<file path="src/hdl/shell_command_lexer_macros.svh">
// Assertion macros shared by the command lexer RTL
`ifndef SHELL_COMMAND_LEXER_MACROS_SVH
`define SHELL_COMMAND_LEXER_MACROS_SVH

// check a consequence in the same cycle as its condition
`define SCL_ASSERT_NOW(label, ante, cons, msg) \
	label: assert property (@(posedge clk) disable iff (!arst_n) (ante) |-> (cons)) \
		else $error(msg);

// check a consequence in the cycle after its condition
`define SCL_ASSERT_NEXT(label, ante, cons, msg) \
	label: assert property (@(posedge clk) disable iff (!arst_n) (ante) |=> (cons)) \
		else $error(msg);

`endif

</file>
<file path="src/hdl/scl_pkg.sv">
// Types, constants and helper functions of the command lexer
`timescale 1ns / 1ps

package scl_pkg;

	localparam logic [3:0] KIND_WORD = 4'd0;
	localparam logic [3:0] KIND_OR   = 4'd1;
	localparam logic [3:0] KIND_AND  = 4'd2;
	localparam logic [3:0] KIND_APP  = 4'd3;
	localparam logic [3:0] KIND_HERE = 4'd4;
	localparam logic [3:0] KIND_PIPE = 4'd5;
	localparam logic [3:0] KIND_BG   = 4'd6;
	localparam logic [3:0] KIND_OUT  = 4'd7;
	localparam logic [3:0] KIND_IN   = 4'd8;
	localparam logic [3:0] KIND_SEP  = 4'd9;

	localparam logic [7:0] CH_PIPE = 8'h7C;
	localparam logic [7:0] CH_AMP  = 8'h26;
	localparam logic [7:0] CH_GT   = 8'h3E;
	localparam logic [7:0] CH_LT   = 8'h3C;
	localparam logic [7:0] CH_SEMI = 8'h3B;
	localparam logic [7:0] CH_DQ   = 8'h22;
	localparam logic [7:0] CH_SQ   = 8'h27;
	localparam logic [7:0] CH_BSL  = 8'h5C;

	localparam int QDEPTH = 4;
	localparam int QAW = $clog2(QDEPTH);

	typedef enum logic [1:0] {
		LM_IDLE   = 2'd0,
		LM_WORD   = 2'd1,
		LM_DQUOTE = 2'd2,
		LM_SQUOTE = 2'd3
	} lex_mode_t;

	typedef enum logic [2:0] {
		OP_NONE = 3'd0,
		OP_PIPE = 3'd1,
		OP_AMP  = 3'd2,
		OP_GT   = 3'd3,
		OP_LT   = 3'd4
	} op_t;

	typedef struct packed {
		logic [3:0] kind;
		logic       carries;
		logic [7:0] chr;
		logic       tend;
	} result_t;

	typedef struct packed {
		result_t [2:0] res;
		logic [1:0]    cnt;
	} bundle_t;

	typedef struct packed {
		lex_mode_t mode;
		op_t       held;
		logic      esc;
	} status_t;

	function automatic logic is_blank(input logic [7:0] c);
		return c inside {[8'd9:8'd13], 8'd32};
	endfunction

	function automatic logic [7:0] op_pair_char(input op_t h);
		case (h)
			OP_PIPE: return CH_PIPE;
			OP_AMP:  return CH_AMP;
			OP_GT:   return CH_GT;
			OP_LT:   return CH_LT;
			default: return 8'd0;
		endcase
	endfunction

	function automatic logic [3:0] op_pair_kind(input op_t h);
		case (h)
			OP_PIPE: return KIND_OR;
			OP_AMP:  return KIND_AND;
			OP_GT:   return KIND_APP;
			OP_LT:   return KIND_HERE;
			default: return KIND_WORD;
		endcase
	endfunction

	function automatic logic [3:0] op_single_kind(input op_t h);
		case (h)
			OP_PIPE: return KIND_PIPE;
			OP_AMP:  return KIND_BG;
			OP_GT:   return KIND_OUT;
			OP_LT:   return KIND_IN;
			default: return KIND_WORD;
		endcase
	endfunction

	function automatic result_t mk_char(input logic [7:0] c);
		result_t r;
		r.kind = KIND_WORD;
		r.carries = 1'b1;
		r.chr = c;
		r.tend = 1'b0;
		return r;
	endfunction

	function automatic result_t mk_end(input logic [3:0] k);
		result_t r;
		r.kind = k;
		r.carries = 1'b0;
		r.chr = 8'd0;
		r.tend = 1'b1;
		return r;
	endfunction

endpackage

</file>
<file path="src/hdl/scl_front.sv">
// Front end: accepts characters, tracks lexer state and builds result bundles
`timescale 1ns / 1ps

module scl_front (
	input  logic             clk,
	input  logic             arst_n,
	input  logic             char_valid,
	output logic             char_stall,
	input  logic             has_char,
	input  logic [7:0]       char_in,
	input  logic             line_end,
	input  logic             q_full,
	output logic             q_push,
	output scl_pkg::bundle_t q_data,
	output scl_pkg::status_t status
);

	scl_pkg::lex_mode_t mode_q, mode_f, mode_d;
	scl_pkg::op_t       held_q, held_f, held_d;
	logic               esc_q, esc_f, esc_d;
	logic               accept;
	logic               cv;
	logic               pair_hit;
	logic [7:0]         qchar;
	scl_pkg::result_t [3:0] res4;
	logic [1:0]         n;

	assign char_stall = q_full;
	assign accept = char_valid && !q_full;
	assign cv = has_char && (char_in != 8'd0);
	assign pair_hit = (held_q != scl_pkg::OP_NONE) && (char_in == scl_pkg::op_pair_char(held_q));
	assign qchar = (mode_q == scl_pkg::LM_DQUOTE) ? scl_pkg::CH_DQ : scl_pkg::CH_SQ;

	always_comb begin
		mode_f = mode_q;
		held_f = held_q;
		esc_f = esc_q;
		if (cv) begin
			case (mode_q)
				scl_pkg::LM_WORD: begin
					if (esc_q) begin
						esc_f = 1'b0;
						if (scl_pkg::is_blank(char_in))
							mode_f = scl_pkg::LM_IDLE;
					end else if (scl_pkg::is_blank(char_in)) begin
						mode_f = scl_pkg::LM_IDLE;
					end else if (char_in == scl_pkg::CH_BSL) begin
						esc_f = 1'b1;
					end
				end
				scl_pkg::LM_DQUOTE, scl_pkg::LM_SQUOTE: begin
					if (esc_q)
						esc_f = 1'b0;
					else if (char_in == qchar)
						mode_f = scl_pkg::LM_IDLE;
					else if (char_in == scl_pkg::CH_BSL)
						esc_f = 1'b1;
				end
				default: begin
					mode_f = scl_pkg::LM_IDLE;
					esc_f = 1'b0;
					held_f = scl_pkg::OP_NONE;
					if (!pair_hit) begin
						case (char_in)
							scl_pkg::CH_PIPE: held_f = scl_pkg::OP_PIPE;
							scl_pkg::CH_AMP:  held_f = scl_pkg::OP_AMP;
							scl_pkg::CH_GT:   held_f = scl_pkg::OP_GT;
							scl_pkg::CH_LT:   held_f = scl_pkg::OP_LT;
							scl_pkg::CH_SEMI: held_f = scl_pkg::OP_NONE;
							scl_pkg::CH_DQ:   mode_f = scl_pkg::LM_DQUOTE;
							scl_pkg::CH_SQ:   mode_f = scl_pkg::LM_SQUOTE;
							scl_pkg::CH_BSL: begin
								mode_f = scl_pkg::LM_WORD;
								esc_f = 1'b1;
							end
							default: begin
								if (!scl_pkg::is_blank(char_in))
									mode_f = scl_pkg::LM_WORD;
							end
						endcase
					end
				end
			endcase
		end
		if (line_end) begin
			mode_d = scl_pkg::LM_IDLE;
			held_d = scl_pkg::OP_NONE;
			esc_d = 1'b0;
		end else begin
			mode_d = mode_f;
			held_d = held_f;
			esc_d = esc_f;
		end
	end

	always_comb begin
		res4 = '0;
		n = 2'd0;
		if (cv) begin
			case (mode_q)
				scl_pkg::LM_WORD: begin
					if (esc_q) begin
						if (scl_pkg::is_blank(char_in)) begin
							res4[n] = scl_pkg::mk_char(scl_pkg::CH_BSL);
							n = n + 2'd1;
							res4[n] = scl_pkg::mk_end(scl_pkg::KIND_WORD);
							n = n + 2'd1;
						end else begin
							res4[n] = scl_pkg::mk_char(char_in);
							n = n + 2'd1;
						end
					end else if (scl_pkg::is_blank(char_in)) begin
						res4[n] = scl_pkg::mk_end(scl_pkg::KIND_WORD);
						n = n + 2'd1;
					end else if (char_in != scl_pkg::CH_BSL) begin
						res4[n] = scl_pkg::mk_char(char_in);
						n = n + 2'd1;
					end
				end
				scl_pkg::LM_DQUOTE, scl_pkg::LM_SQUOTE: begin
					if (esc_q) begin
						res4[n] = scl_pkg::mk_char(char_in);
						n = n + 2'd1;
					end else if (char_in == qchar) begin
						res4[n] = scl_pkg::mk_end(scl_pkg::KIND_WORD);
						n = n + 2'd1;
					end else if (char_in != scl_pkg::CH_BSL) begin
						res4[n] = scl_pkg::mk_char(char_in);
						n = n + 2'd1;
					end
				end
				default: begin
					if (held_q != scl_pkg::OP_NONE) begin
						if (pair_hit)
							res4[n] = scl_pkg::mk_end(scl_pkg::op_pair_kind(held_q));
						else
							res4[n] = scl_pkg::mk_end(scl_pkg::op_single_kind(held_q));
						n = n + 2'd1;
					end
					if (!pair_hit && !scl_pkg::is_blank(char_in)) begin
						if (char_in == scl_pkg::CH_SEMI) begin
							res4[n] = scl_pkg::mk_end(scl_pkg::KIND_SEP);
							n = n + 2'd1;
						end else if (!(char_in inside {scl_pkg::CH_PIPE, scl_pkg::CH_AMP,
								scl_pkg::CH_GT, scl_pkg::CH_LT, scl_pkg::CH_DQ,
								scl_pkg::CH_SQ, scl_pkg::CH_BSL})) begin
							res4[n] = scl_pkg::mk_char(char_in);
							n = n + 2'd1;
						end
					end
				end
			endcase
		end
		if (line_end) begin
			if (held_f != scl_pkg::OP_NONE) begin
				res4[n] = scl_pkg::mk_end(scl_pkg::op_single_kind(held_f));
				n = n + 2'd1;
			end
			if (mode_f != scl_pkg::LM_IDLE) begin
				if (esc_f) begin
					res4[n] = scl_pkg::mk_char(scl_pkg::CH_BSL);
					n = n + 2'd1;
				end
				res4[n] = scl_pkg::mk_end(scl_pkg::KIND_WORD);
				n = n + 2'd1;
			end
		end
	end

	assign q_push = accept && (n != 2'd0);
	assign q_data.res = res4[2:0];
	assign q_data.cnt = n;

	assign status.mode = mode_q;
	assign status.held = held_q;
	assign status.esc = esc_q;

	always_ff @(posedge clk or negedge arst_n) begin
		if (!arst_n) begin
			mode_q <= scl_pkg::LM_IDLE;
			held_q <= scl_pkg::OP_NONE;
			esc_q <= 1'b0;
		end else if (accept) begin
			mode_q <= mode_d;
			held_q <= held_d;
			esc_q <= esc_d;
		end
	end

endmodule

</file>
<file path="src/hdl/scl_queue.sv">
// Short queue of result bundles between the front and back ends
`timescale 1ns / 1ps

module scl_queue (
	input  logic             clk,
	input  logic             arst_n,
	input  logic             push,
	input  scl_pkg::bundle_t push_data,
	output logic             full,
	input  logic             pop,
	output scl_pkg::bundle_t head,
	output logic             empty
);

	scl_pkg::bundle_t         slots [scl_pkg::QDEPTH];
	logic [scl_pkg::QAW-1:0]  wr_q, rd_q;
	logic [scl_pkg::QAW:0]    cnt_q;

	assign full = (cnt_q == (scl_pkg::QAW+1)'(scl_pkg::QDEPTH));
	assign empty = (cnt_q == '0);
	assign head = slots[rd_q];

	always_ff @(posedge clk) begin
		if (push)
			slots[wr_q] <= push_data;
	end

	always_ff @(posedge clk or negedge arst_n) begin
		if (!arst_n) begin
			wr_q <= '0;
			rd_q <= '0;
			cnt_q <= '0;
		end else begin
			if (push)
				wr_q <= wr_q + (scl_pkg::QAW)'(1);
			if (pop)
				rd_q <= rd_q + (scl_pkg::QAW)'(1);
			if (push && !pop)
				cnt_q <= cnt_q + (scl_pkg::QAW+1)'(1);
			else if (pop && !push)
				cnt_q <= cnt_q - (scl_pkg::QAW+1)'(1);
		end
	end

endmodule

</file>
<file path="src/hdl/scl_back.sv">
// Back end: walks each bundle and drives one token result per cycle while token_stall is low
`timescale 1ns / 1ps

module scl_back (
	input  logic             clk,
	input  logic             arst_n,
	input  logic             q_empty,
	input  scl_pkg::bundle_t q_head,
	output logic             q_pop,
	output logic             token_valid,
	input  logic             token_stall,
	output logic [3:0]       token_kind,
	output logic             carries_char,
	output logic [7:0]       char_out,
	output logic             token_end,
	output logic             last
);

	logic [1:0]       sel_q;
	logic             valid_q;
	logic             load;
	logic             is_last;
	scl_pkg::result_t cur;

	assign cur = q_head.res[sel_q];
	assign is_last = (sel_q == (q_head.cnt - 2'd1));
	assign load = !q_empty && (!valid_q || !token_stall);
	assign q_pop = load && is_last;
	assign token_valid = valid_q;

	always_ff @(posedge clk or negedge arst_n) begin
		if (!arst_n) begin
			valid_q <= 1'b0;
			sel_q <= 2'd0;
		end else if (load) begin
			valid_q <= 1'b1;
			sel_q <= is_last ? 2'd0 : sel_q + 2'd1;
		end else if (!token_stall) begin
			valid_q <= 1'b0;
		end
	end

	always_ff @(posedge clk) begin
		if (load) begin
			token_kind <= cur.kind;
			carries_char <= cur.carries;
			char_out <= cur.chr;
			token_end <= cur.tend;
			last <= is_last;
		end
	end

endmodule

</file>
<file path="src/hdl/shell_command_lexer.sv">
// Streaming shell command line lexer.
// Request channel: char_valid / char_stall carry has_char, char_in and
// line_end, one character (or a bare line end) per request.
// Token channel: token_valid / token_stall carry one result per transfer:
// token_kind, carries_char, char_out, token_end, and last on the final
// result caused by an input request. A request may cause zero to three.
// The first result of a request is written into the queue on the edge that
// accepts the request and is then loaded into the output register once
// that register is free.
// Throughput: one request per cycle while token_stall is low and each
// causes at most one result; the single token output register sets the
// pace, so each result of a request takes its own output transfer.
// A four-entry queue of result bundles sits between the classifier and
// the output; char_stall rises only while that queue is full.
// Reset clears the lexer state, the queue and the output valid.
// While token_stall is high the current result holds and the queue
// fills; requests keep being taken until it is full.
`timescale 1ns / 1ps
`include "shell_command_lexer_macros.svh"

module shell_command_lexer (
	input  logic       clk,
	input  logic       arst_n,
	input  logic       char_valid,
	output logic       char_stall,
	input  logic       has_char,
	input  logic [7:0] char_in,
	input  logic       line_end,
	output logic       token_valid,
	input  logic       token_stall,
	output logic [3:0] token_kind,
	output logic       carries_char,
	output logic [7:0] char_out,
	output logic       token_end,
	output logic       last
);

	logic             q_push;
	logic             q_pop;
	logic             q_full;
	logic             q_empty;
	scl_pkg::bundle_t q_data;
	scl_pkg::bundle_t q_head;
	scl_pkg::status_t status;

	scl_front u_front (
		.clk        (clk),
		.arst_n     (arst_n),
		.char_valid (char_valid),
		.char_stall (char_stall),
		.has_char   (has_char),
		.char_in    (char_in),
		.line_end   (line_end),
		.q_full     (q_full),
		.q_push     (q_push),
		.q_data     (q_data),
		.status     (status)
	);

	scl_queue u_queue (
		.clk       (clk),
		.arst_n    (arst_n),
		.push      (q_push),
		.push_data (q_data),
		.full      (q_full),
		.pop       (q_pop),
		.head      (q_head),
		.empty     (q_empty)
	);

	scl_back u_back (
		.clk          (clk),
		.arst_n       (arst_n),
		.q_empty      (q_empty),
		.q_head       (q_head),
		.q_pop        (q_pop),
		.token_valid  (token_valid),
		.token_stall  (token_stall),
		.token_kind   (token_kind),
		.carries_char (carries_char),
		.char_out     (char_out),
		.token_end    (token_end),
		.last         (last)
	);

	`SCL_ASSERT_NEXT(a_flush_idle,
		char_valid && !char_stall && line_end,
		status.mode == scl_pkg::LM_IDLE && status.held == scl_pkg::OP_NONE && !status.esc,
		"lexer state not cleared by line end")
	`SCL_ASSERT_NOW(a_word_char,
		token_valid && !token_end,
		carries_char && token_kind == scl_pkg::KIND_WORD,
		"non-final result is not a word character")
	`SCL_ASSERT_NEXT(a_drain,
		!token_valid && !q_empty,
		token_valid,
		"queued results not moved to output")

endmodule
</file>
<file path="config.mk">
export PLATFORM = sky130hd
export DESIGN_NAME = shell_command_lexer
export DESIGN_NICKNAME = d
export VERILOG_FILES = /design/src/hdl/scl_pkg.sv /design/src/hdl/scl_front.sv /design/src/hdl/scl_queue.sv /design/src/hdl/scl_back.sv /design/src/hdl/shell_command_lexer.sv
export VERILOG_INCLUDE_DIRS = /design/src /design/src/hdl
export SDC_FILE = /design/constraint.sdc
export NUM_CORES = 1
export LEC_CHECK = 0
export BUFFER_PORTS_ARGS = -buffer_cell sky130_fd_sc_hd__buf_2
export CORE_MARGIN = 2
export CORE_UTILIZATION = 61
export CTS_CLUSTER_DIAMETER = 200
export DETAILED_ROUTE_END_ITERATION = 10
export GPL_ROUTABILITY_DRIVEN = 0
export PLACE_DENSITY = 0.91
export SYNTH_ARGS = -nofsm -noshare
export SYNTH_HDL_FRONTEND = slang
export SYNTH_SLANG_ARGS = --single-unit
</file>
<file path="constraint.sdc">
create_clock -name clk -period 6.3 [get_ports clk]
set_input_delay 0.315 -clock clk [delete_from_list [all_inputs] [get_ports clk]]
set_output_delay 0.315 -clock clk [all_outputs]
set_load 0.005 [all_outputs]
</file>
* Word level (Yosys, flattened, before mapping) *
Memories as Yosys holds them, arrays and structs flattened.
Cells that the tools add are included.

storage, ports and cells
  bits in registers = 31
  RAM bits = 176
  input port bits = 14
  output and inout bits = 17
  word-level logic and storage cells = 201
  memories kept = 1

operators by class
  add/subtract/negate cells = 10
  magnitude comparators = 11
  equal/unequal tests = 26
  mux-type cells = 96
  bitwise gates (word level) = 9
  reductions and logical operators = 35

memories
  memory         depth  bits a word  read ports  clocked after memory_dff  write ports  line             source
  u_queue.slots  4      44           1           0                         1            scl_queue.sv:15  scl_pkg::bundle_t slots [scl_pkg::QDEPTH];

operator list
  cell                  number
  $mux W42              7
  $mux W56              4
  $mux W14              13
  $bwmux W56            2
  $demux W14 S2         4
  $eq A8 B6 Y1 const B  7
  $pmux W14 S2          2
  $mux W2               25
  $and A11 B44 Y44      1
  $not A44 Y44          1
  $and A39 B39 Y39      1
  $not A39 Y39          1
  $pmux W4 S4           2
  $bmux W14 S2          1
  $mux W28              1
  $pmux W7 S4           1
  $and A27 B27 Y27      1
  $not A27 Y27          1
  $pmux W3 S4           2
  $mux W3               7
  $mux W1               17
  $eq A8 B7 Y1 const B  2
  $lt A2 B3 Y1 const B  5
  $or A15 B15 Y15       1
  36 further kinds      78

* Logic depth before layout (Yosys ltp) *
  depth in word-level cells = 26
  depth in mapped cells = 28

* Hierarchy *
Synthesis repeated with hierarchy kept, for this count alone.

unflattened totals
  cell total of the unflattened synthesis = 649
  area, all modules = 9833.2 µm²

modules (own cells, without submodules)
  module     times used  cells each  area each (µm²)  sequential area each (µm²)
  scl_queue  1           264         6805.3           5460.2
  scl_front  1           303         2098.3           150.1
  scl_back   1           82          929.6            525.5

* Worst setup path after synthesis *
Ideal clock, no wire load.

  path type = in2reg
  start = input char_in[1]
  end = memory u_queue.slots[0][0] (netlist bit), enable pin
  data arrival time = 5.440 ns
  data required time = 5.903 ns
  path slack = 0.463 ns
  cell stages on the path = 23
  buffers on the path = 1
  cell sequence = buf_2 or4b_4 nor3_2 nand2_1 nand3_1 inv_1 ha_1 mux2i_1 o21ai_0 o221ai_1 o21a_1 ha_1 mux2i_1 inv_1 ha_1 nand2_1 a21boi_0 inv_1 ha_1 and3_1 or4_4 nand3_4 and2_1

on the way
  word-level cells in the longest chain between the ends = 22

RTL lines
  what                                                 line                       source
  start, declared                                      shell_command_lexer.sv:27  input logic [7:0] char_in,
  $ge A8 B4 Y1 / $le A8 B4 Y1 (equally long branches)  scl_pkg.sv:63              return c inside {[8'd9:8'd13], 8'd32};
  $logic_and A1 B1 Y1                                  scl_pkg.sv:63
  $reduce_bool A2 Y1                                   scl_pkg.sv:63
  $logic_not A1 Y1                                     -
  $logic_and A1 B1 Y1                                  scl_front.sv:140           if (!pair_hit && !scl_pkg::is_blank(char_in)) begin
  $mux W2                                              scl_front.sv:140
  $pmux W2 S2                                          scl_front.sv:100           case (mode_q)
  $mux W2                                              scl_front.sv:99            if (cv) begin
  [7 not listed]                                       -
  $add A2 B1 Y2                                        scl_front.sv:165           n = n + 2'd1;
  $mux W2                                              scl_front.sv:159           if (mode_f != scl_pkg::LM_IDLE) begin
  $mux W2 (*)                                          scl_front.sv:154           if (line_end) begin
  $reduce_bool A2 Y1 (*)                               scl_front.sv:170           assign q_push = accept && (n != 2'd0);
  $logic_and A1 B1 Y1 (*)                              scl_front.sv:170
  named net q_push                                     shell_command_lexer.sv:38  logic q_push;
  $mux W1 (*)                                          scl_queue.sv:24            if (push)
  $mux W1 (implied by the code) (*)                    scl_queue.sv:25            slots[wr_q] <= push_data;
  end, declared                                        scl_queue.sv:15

The timed path passes the listed nets; every way through them passes the cells marked *. The select of a mux whose other input is x is not followed.

* Worst setup path after layout *
  start = register u_front.held_q[1]
  end = register u_queue.cnt_q[2] (netlist bit)

on the way
  word-level cells in the longest chain between the ends = 25

RTL lines
  what                                 line                                source
  start, declared                      scl_front.sv:19                     scl_pkg::op_t held_q, held_f, held_d;
  start signal, assigned               scl_front.sv:181                    held_q <= scl_pkg::OP_NONE;
  start signal, assigned               scl_front.sv:185                    held_q <= held_d;
  $reduce_bool A3 Y1                   scl_front.sv:31, scl_front.sv:133
  $mux W1                              scl_front.sv:133                    if (held_q != scl_pkg::OP_NONE) begin
  $mux W2                              scl_front.sv:100
  $mux W2                              scl_front.sv:99
  $add A2 B1 Y2                        scl_front.sv:143, scl_front.sv:148
  $mux W2                              scl_front.sv:144                    end else if (!(char_in inside {scl_pkg::CH_PIPE, scl_pkg::CH_AMP,
  $mux W2                              scl_front.sv:141                    if (char_in == scl_pkg::CH_SEMI) begin
  $mux W2                              scl_front.sv:140
  [10 not listed]                      -
  $mux W2                              scl_front.sv:159
  $mux W2 (*)                          scl_front.sv:154
  $reduce_bool A2 Y1 (*)               scl_front.sv:170
  $logic_and A1 B1 Y1 (*)              scl_front.sv:170
  named net q_push                     shell_command_lexer.sv:38
  $logic_not A1 Y1                     scl_queue.sv:40                     else if (pop && !push)
  $logic_and A1 B1 Y1                  scl_queue.sv:40
  $reduce_bool A2 Y1 (no source line)  -
  end signal, assigned                 scl_queue.sv:39                     cnt_q <= cnt_q + (scl_pkg::QAW+1)'(1);
  end signal, assigned                 scl_queue.sv:41                     cnt_q <= cnt_q - (scl_pkg::QAW+1)'(1);
  end, declared                        scl_queue.sv:17                     logic [scl_pkg::QAW:0] cnt_q;

Marks and branches as above.
A chain may end at the register's enable or synchronous reset.

==> flow_metrics.env <==
export IMPL_worst_r2r_path_depth=23
export IMPL_yosys_top_cells_count="sky130_fd_sc_hd__edfxtp_1, sky130_fd_sc_hd__nor2_1, sky130_fd_sc_hd__mux4_2"
export IMPL_r2r_start="u_front.held_q[1]$_DFFE_PN0P_"
export IMPL_ir_worst_vdd_v=0.000307
export IMPL_design_core_area_sq_um=13700
export IMPL_die_height_um=122
export IMPL_yosys_area_share_adder=0.0260
export IMPL_setup_worst_path_start_class="register"
export IMPL_tightest_slew_ns=1.02
export IMPL_library_cells_used_by_synthesis=82
export IMPL_maximum_number_of_pins_on_one_net_before_global_route_repair=38
export IMPL_final_hold_viol_count=0
export IMPL_ys_warnings=0
export IMPL_final_antenna_net_count=0
export IMPL_timing_clock_skew_ns=0.0146
export IMPL_finalSetupViolCount=0
export IMPL_synthDominantAreaCellType="sky130_fd_sc_hd__edfxtp_1"
export IMPL_yosys_area_share_xor_xnor=0.0124
export IMPL_initial_core_util=0.618
export IMPL_post_drt_wl_per_cell_um=23.4
export IMPL_ios=31
export IMPL_r2r_setup_slack_ns=0.37
export IMPL_die_width_um=122
export IMPL_row_count=43
export IMPL_synth_mux_area_fraction=0.114
export IMPL_synthTopCellsByArea="sky130_fd_sc_hd__edfxtp_1, sky130_fd_sc_hd__mux4_2, sky130_fd_sc_hd__dfrtp_1"
export IMPL_min_path_type="input port to register"
export IMPL_synth_seq_area_share=0.610
export IMPL_max_cap_viol_count=0
export IMPL_area_growth_synth_to_final_pct=10.5
export IMPL_synthesis_instances=591
export IMPL_detailroute_via_count=5436
export IMPL_drive_above_1_share=0.217
export IMPL_grt_total_usage=0.273
export IMPL_synth_simple_area_share=0.104
export IMPL_diodes=0
export IMPL_post_synth_edffs=159
export IMPL_post_route_drc_count=0
export IMPL_finalCritPeriodShare=0.941
export IMPL_synth_area_per_cell_sq_um=14.3
export IMPL_finish_utilization=0.683
export IMPL_routed_via_density=6.73
export IMPL_numPortBuffers=30
export IMPL_timing_final_crit_period_ns=5.93
export IMPL_path_cells="or3_1 > inv_4 > or4b_1 > nor2_1 > o221ai_1 > o21a_1 > ha_1 > mux2i_1 > inv_1 > ha_1 > nand2_1 > a21boi_0 > inv_1 > ha_1 > and3_1 > or4_4 > nand3_4 > ha_1 > inv_1 > fa_1 > xor2_1 > nor2_1 > xor2_1"
export IMPL_insertion_delay_ns=0.44
export IMPL_antenna_found_initial=0
export IMPL_ctsHtreeMaxLevel=4
export IMPL_crit_arrival_ns=6.29
export IMPL_overflow=0
export IMPL_crit_path_max_incr_delay_ns=0.66
export IMPL_yosys_cell_count_top_type="sky130_fd_sc_hd__edfxtp_1"
export IMPL_cts_root_buf="sky130_fd_sc_hd__clkbuf_16"
export IMPL_grt_setup_unrepaired="false"
export IMPL_vias_in_the_first_global_route=5445
export IMPL_timing_worst_setup_path_type="register to register"
export IMPL_pwr_density_cell_nw_per_um2=417
export IMPL_cp_slowest_cell="sky130_fd_sc_hd__or4b_1"
export IMPL_achievable_frequency_mhz=169
export IMPL_startpoint="u_front.held_q[1]$_DFFE_PN0P_"
export IMPL_slew_violations=0
export IMPL_initial_detailed_routing_violation_count=954
export IMPL_fp_dieArea_sq_um=14900
export IMPL_synth_ff_type="sky130_fd_sc_hd__edfxtp_1"
export IMPL_number_of_buffers_created_by_cts=17
export IMPL_detailed_place_hpwl_um=11900
export IMPL_cpMostUsedCell="sky130_fd_sc_hd__ha_1"
export IMPL_cp_max_fo=10
export IMPL_outcome="finished clean"
export IMPL_timing_critical_path_required_ns=6.66
export IMPL_cellLeakagePower_uw=0.00336
export IMPL_ys_async_sr_fraction=0.0914
export IMPL_max_slew_margin=0.323
export IMPL_reg2reg_to="u_queue.cnt_q[2]$_DFFE_PN0P_"
export IMPL_share_of_the_synthesized_area_in_compound_gates_ao_oa_aoi_oai=0.101
export IMPL_cts_reportedPaths_clkPinSlew_ns=0.07
export IMPL_cts_tree="done"
export IMPL_synthesized_net_count=622
export IMPL_global_route_wire_length_before_repair_um=29800
export IMPL_nets=647
export IMPL_synth_top_cell_area_share=0.563
export IMPL_clock_path_buffers=2
export IMPL_tns_ns=0
export IMPL_clkSinkCount=175
export IMPL_routed_wirelength_um=18900
export IMPL_synthesis_area_sq_um=8480
export IMPL_detailedRoute_firstPassIterationCount=6
export IMPL_setup_worst_path_end="u_queue.cnt_q[2]$_DFFE_PN0P_"
export IMPL_synth_seq_cells=175
export IMPL_timing_critical_path_to_type="register"
export IMPL_synth_top_family_by_area="multiplexers"
-- registers in the layout (all words and copies together), names as in the netlist --
signal / count
u_back.carries_char: 1
u_back.char_out: 8
u_back.last: 1
u_back.sel_q: 2
u_back.token_end: 1
u_back.token_kind: 4
u_back.token_valid: 1
u_front.esc_q: 1
u_front.held_q: 3
u_front.mode_q: 2
u_queue.cnt_q: 3
u_queue.rd_q: 2
u_queue.slots: 144
u_queue.wr_q: 2
-- stage by stage --
step	setup WS (ns)	hold slack, ns	cell area, sq um	power (uW)	instances
finish	0.370	0.104	9370	3910	808
global route	0.0409	0.119	9370	4070	808
CTS	0.349	0.104	9370	3910	808
detailed placement	0.0137	0.261	8790	2880	776
global placement	0.352	0.251	8790	2810	776
floorplan	0.463	0.0194	8480	2540	591
-- worst min path at each step --
stage | from | to | slack (ns) | depth (start not counted)
2_1_floorplan | arst_n | u_back.sel_q[0]$_DFFE_PN0P_ | 0.02 | 0
3_3_place_gp | arst_n | u_back.token_valid$_DFFE_PN0P_ | 0.25 | 1
3_5_place_dp | arst_n | u_back.token_valid$_DFFE_PN0P_ | 0.26 | 1
4_1_cts | token_stall | u_back.token_valid$_DFFE_PN0P_ | 0.10 | 3
5_1_grt | token_stall | u_back.token_valid$_DFFE_PN0P_ | 0.12 | 3
6_report | token_stall | u_back.token_valid$_DFFE_PN0P_ | 0.10 | 3
-- cell usage in the layout, fill, tap and decap left out, types with 10 or more instances in the layout --
master                        n
sky130_fd_sc_hd__dfrtp_1     14
sky130_fd_sc_hd__mux2i_1     13
sky130_fd_sc_hd__and2_1      12
sky130_fd_sc_hd__edfxtp_1   159
sky130_fd_sc_hd__buf_2       30
sky130_fd_sc_hd__nand3_1     10
sky130_fd_sc_hd__o21ai_0     29
sky130_fd_sc_hd__ha_1        16
sky130_fd_sc_hd__a21oi_1     21
sky130_fd_sc_hd__clkbuf_16   17
sky130_fd_sc_hd__inv_1       24
sky130_fd_sc_hd__nor2_1      39
sky130_fd_sc_hd__nand2_1     34
sky130_fd_sc_hd__mux4_2      36
-- layer usage --
layer  part of all wire  vias up  GRT usage
li1                   -     2341          -
met1               0.37     2612      0.359
met2               0.50      402      0.441
met3              0.088       81     0.0599
met4              0.040        0      0.125
met5                  0        -          0
-- where the power goes --
group | internal, uW | total (uW) | switching (uW)
sequential | 1580 | 1710 | 137
combinational | 530 | 1160 | 631
clock | 585 | 1030 | 446
total | 2690 | 3910 | 1210
-- logic make-up (layout without fill, tap and decap cells) --
group | count (synthesis) | count (layout)
buffers and inverters | 57 | 94
xor gates and xnor gates | 12 | 12
adders and majority gates | 17 | 17
muxes | 51 | 51
DFF | 175 | 175
and+or+nand+nor | 155 | 155
AOI/OAI and AO/OA | 124 | 124
-- timing repair --
item,in CTS,in global routing
hold buffers,1,0
endpoints found under the setup margin,0,1
buffers inserted,0,0
resized for setup,0,2
hold endpoints to repair,16,0
-- final cells by class --
class / count / area (sq um)
timing repair buffer: 38 / 263
clock inverter: 12 / 139
multi-input combinational: 359 / 3040
inverter: 25 / 96.3
fill: 875 / 4350
tap: 180 / 225
clock buffer: 19 / 433
sequential: 175 / 5180
-- worst max-delay path, delay by kind of cell, from the launching register on --
kind,cells,cell delay (ns)
adder cells (fa/ha/maj),5,1.53
multiplexers,1,0.28
XOR/XNOR,2,0.32
AND/OR/NAND/NOR,8,2.12
flip-flops,1,0.62
AO/OA/AOI/OAI,3,0.60
buffers and inverters,4,0.39
Note: power is estimated with default switching activity, not from simulation.
